===== src/rtl/tpq_ram.sv =====
// Simple dual-port RAM, registered read.
module tpq_ram #(
   parameter int WIDTH = 8,
   parameter int DEPTH = 64
) (
   input  logic                     clock,
   input  logic                     wr_en,
   input  logic [$clog2(DEPTH)-1:0] wr_addr,
   input  logic [WIDTH-1:0]         wr_data,
   input  logic [$clog2(DEPTH)-1:0] rd_addr,
   output logic [WIDTH-1:0]         rd_data
);

   logic [WIDTH-1:0] mem [DEPTH];
   logic [WIDTH-1:0] rd_data_ff;

   always_ff @(posedge clock) begin
      if (wr_en) begin
         mem[wr_addr] <= wr_data;
      end
      rd_data_ff <= mem[rd_addr];
   end

   assign rd_data = rd_data_ff;

endmodule


===== config.mk =====
export PLATFORM = sky130hd
export DESIGN_NAME = tpq_ram
export DESIGN_NICKNAME = d
export VERILOG_FILES = /design/src/rtl/tpq_ram.sv
export SDC_FILE = /design/constraint.sdc
export NUM_CORES = 1
export LEC_CHECK = 0
export ABC_AREA = 1
export BUFFER_PORTS_ARGS = -buffer_cell sky130_fd_sc_hd__clkbuf_2
export CORE_MARGIN = 3
export CORE_UTILIZATION = 65
export DETAILED_ROUTE_END_ITERATION = 8
export GPL_ROUTABILITY_DRIVEN = 1
export PLACE_DENSITY = 0.82
export SETUP_SLACK_MARGIN = 0.5
export SYNTH_ARGS = -nofsm -noshare
export SYNTH_HDL_FRONTEND = slang
export SYNTH_SLANG_ARGS = --single-unit

===== constraint.sdc =====
create_clock -name clock -period 3 [get_ports clock]
set_input_delay 0.3 -clock clock [delete_from_list [all_inputs] [get_ports clock]]
set_output_delay 0.3 -clock clock [all_outputs]
set_load 0.02 [all_outputs]

-- Word-level counts from Yosys, hierarchy flattened
Memory sizes are Yosys's and may differ from the RTL's. A register that Yosys moved wholly into a read port is not among the register bits.
Cells that the tools add are included.
- mux-type cells: 2
- operators with widths (kind ; count):
    $mux W1 ; 2
- register bits: 0
- memory bits (writable): 512
- input bits: 22
- memories kept: 1
- memories (name ; words ; bits a word ; read ports ; clocked after Yosys merged registers in ; write ports ; line ; source):
    mem ; 64 ; 8 ; 1 ; 1 ; 1 ; 14 ; logic [WIDTH-1:0] mem [DEPTH];

-- Longest topological paths before layout
- depth in word-level cells: 2
- gate-level depth with buffers: 12
- depth with buffers taken out: 9

-- Worst setup path before layout
OpenSTA, ideal clock, no wires.
- path type: in2reg
- start point: input port wr_en
- end point: memory mem[48][0], enable pin
- arrival time: 1671 ps
- data required time: 2605 ps
- path slack: 934 ps
- stages on the path: 3
- cell sequence: clkbuf_1 -> nand4_1 -> nor4_1
- cells in the longest elaborated chain, start to end: 2
- RTL lines (item ; line ; source):
    from (decl) ; 7 ; input logic wr_en,
    $mux W1 ; 18 ; if (wr_en) begin
    $mux W1 (not written as such) ; 19 ; mem[wr_addr] <= wr_data;
    to (decl) ; 14 ;
Every way passes these cells.

-- Final worst setup path
- start point: input port wr_addr[0]
- end point: memory mem[26][3], enable pin
- RTL lines (item ; line ; source):
    from (decl) ; 8 ; input logic [$clog2(DEPTH)-1:0] wr_addr,
No word-level cell before the write port.

==> qor.csv <==
stage,metric,value,unit
run_status,status,"complete, no violations",
die,CORE AREA,32000,um2
sta,Fmax,0.518,GHz
sta,setup total negative slack,0,ns
setup_path,critical path depth in cells,4,
synthesis,Synth top area share,72.0,%
synthesis,Mapped Cells,1805,
clocking,TritonCTS Buffers,50,
placed_design,IO Port Bufs,29,
power_and_ir_drop,leakage power,8.59,nW
die,Die Ht,187,um
layout,Area Growth Syn to Fin,10.1,%
die,Boundary Pins,30,
sta,Tightest Pin Transition,1.15,ns
routing,Routed WL per cell,22.7,um
power_and_ir_drop,sequential power share,54.0,%
sta,Hold Slack,0.0997,ns
placed_design,Place WS,0.633,ns
layout,# diodes,0,
global_routing,initial antenna violation count,1,
sta,Max Slew Vio Count,0,
power_and_ir_drop,Switching Fraction,22.4,%
sta,final setup margin,1.07,ns
clocking,"Clk Latency, worst-skew pair",0.58,ns
global_routing,GRT Util Overall,30.1,%
die,Die X,187,um
layout,"most common cell after layout, fill and taps aside",nand2_1,
die,die footprint,35000,um2
setup_path,Reg2Reg Depth,8,
global_routing,first-pass GRT wire length,81.0,mm
setup_path,"setup slack, reg-to-reg",1.58,ns
synthesis,"Cell Area, Synth",21300,um2
clocking,CTS tree,built,
clocking,Root Driver,clkbuf_16,
synthesis,Yosys warning count,0,
layout,most frequent cells in the layout,"648 x nand2_1, 512 x edfxtp_1, 439 x nand3_1",
setup_path,Worst setup startpoint,wr_addr[0],
routing,Via Count,14524,
setup_path,crit end category,register,
synthesis,post-synthesis sequential area ratio,72.8,%
synthesis,synth top area cells,"edfxtp_1 72%, nand2_1 11%, nand3_1 10%, buf_6 1.8%, nor2_1 0.99%",
sta,Setup Viol. Count Final,0,
placed_design,Final Wtd Congestion,0.910,
power_and_ir_drop,power per cell area,636,nW/um2
synthesis,"Avg Cell Area, Syn",11.8,um2
clocking,CTS Hold Buffers Added,0,
clocking,Resized cells post-CTS,0,
power_and_ir_drop,"Power, Total",15.0,mW
routing,drt total wl,52.8,mm
setup_path,crit-path cells,clkbuf_2 -> inv_1 -> nand4_1 -> nor2_1,
routing,initial drt markers,2220,
placed_design,final HPWL from detailed placement,30.8,mm
power_and_ir_drop,sw power,3.35,mW
routing,DRT antenna net count,0,
synthesis,number of synthesized register bits,520,
setup_path,WP data arrival,2.12,ns
power_and_ir_drop,peak supply drop,0.000592,V
setup_path,crit path kind,input port to register,
sta,"Hold Vio Cnt, Final",0,
sta,RSZ-0062 raised after global routing,no,
clocking,CTS H-tree depth,2,
setup_path,Critical-path top delay cell,nor2_1,
flow_run,max cap viols,0,
synthesis,Synthesized Nets,1827,
layout,Nets,1876,
clocking,clk sinks,520,
clocking,"Clk pin slew, worst setup/hold paths",0.06,ns
synthesis,post-synth top area cell,edfxtp_1,
worst_hold_path,worst hold path class,input port to register,
sta,min Tclk post-route,1.93,ns
routing,DRC violations left,0,
power_and_ir_drop,P_int,11.6,mW
setup_path,crit path buf inv count,2,
setup_path,"Req. time, crit path",3.18,ns
power_and_ir_drop,clock network power share,39.6,%
global_routing,largest net degree at the start of global routing,151,
layout,"Core Util, Final",73.5,%
global_routing,GRT overflow,0,
layout,final instance count without filler cells,2329,
layout,share of cells above drive strength 1,9.77,%
clocking,Setup Buffers After CTS,0,
die,Initial Util,66.8,%
synthesis,post-synth cell types,16,
placed_design,dpl cells,2237,
setup_path,worst r2r src,mem[7][4]$_DFFE_PP_,
setup_path,cell family with most CP delay,simple AND/OR/NAND/NOR gates,
placed_design,"Cell Area, Placed",22000,um2
global_routing,number of global-route vias before repair,14085,
setup_path,worst setup path endpoint,mem[26][3]$_DFFE_PP_,
sta,share of the clock period used by the worst path,64.4,%
clocking,clock tree buffer depth,3,
die,# rows,65,
setup_path,crit path launch type,input port,
sta,max_slew headroom,23.5,%
power_and_ir_drop,combinational power share,6.4,%
setup_path,"Max FO, Critical Path",9,
layout,post-route cell area,23500,um2
routing,DRT Pass-1 Iters,7,
sta,clock skew,0.0316,ns
routing,DR vias/cell,6.24,
setup_path,reg2reg end,rd_data[4]$_DFF_P_,
setup_path,max incr delay on CP,0.83,ns
==> final cells by class <==
| cell class | instances | area, um2 |
|---|---|---|
| inverters | 12 | 52.6 |
| well taps | 435 | 544 |
| multi-input cells | 1160 | 4950 |
| flip-flops and latches | 520 | 15500 |
| fillers | 1979 | 8470 |
| clock inverters | 24 | 164 |
| repair buffers | 110 | 875 |
| clock buffers | 68 | 1380 |
==> flip-flops by register name, summed over array words and instances (netlist names) <==
signal / cells
mem: 512
rd_data: 8
==> power by group through the flow <==
stage / clock network [mW] / logic [mW] / registers (mW)
2_1_floorplan: 0 / 0.565 / 8.23
3_3_place_gp: 0 / 0.898 / 8.22
3_5_place_dp: 0 / 0.926 / 8.22
4_1_cts: 5.93 / 0.937 / 8.07
5_1_grt: 6.24 / 1.03 / 8.07
6_report: 5.92 / 0.960 / 8.07
==> worst reg2reg max path: cells and delay by family (launching register included) <==
kind             cells  cell delay, ns
flip-flops           1            0.38
AND/OR/NAND/NOR      8            0.93
==> worst min path at each step <==
| stage | from | end | slack (ns) | cells after the start |
|---|---|---|---|---|
| after CTS | rd_addr[5] | rd_data[5]$_DFF_P_ | 0.08 | 3 |
| after global placement | rd_addr[5] | rd_data[2]$_DFF_P_ | 0.66 | 3 |
| after detailed placement | rd_addr[5] | rd_data[3]$_DFF_P_ | 0.67 | 3 |
| final | rd_addr[5] | rd_data[1]$_DFF_P_ | 0.1 | 3 |
| after global routing | rd_addr[5] | rd_data[6]$_DFF_P_ | 0.12 | 3 |
| after floorplan | wr_data[0] | mem[0][0]$_DFFE_PP_ | 0.40 | 0 |
==> metal layers <==
| metal | vias up | global-route usage (%) | part of all wire (%) |
|---|---|---|---|
| li1 | 6441 | - | - |
| met1 | 6896 | 41.6 | 37 |
| met2 | 1017 | 47.8 | 48 |
| met3 | 168 | 5.51 | 11 |
| met4 | 2 | 12.7 | 4.1 |
| met5 | - | 0 | 0.013 |
==> cell families after synthesis <==
| logic type | count (synthesis) | share of synthesized area [%] |
|---|---|---|
| flip-flops | 520 | 72.8 |
| AND/OR/NAND/NOR | 1160 | 23.2 |
| buffers and inverters | 125 | 4.02 |
==> synthesized netlist by cell type (all sizes together) <==
cell type / instances
nand2: 648
edfxtp: 512
nand3: 439
buf: 98
nor2: 56
clkbuf: 15
inv: 12
nand4: 9
dfxtp: 8
nor4: 8
Note: power is estimated with default switching activity, not from simulation.
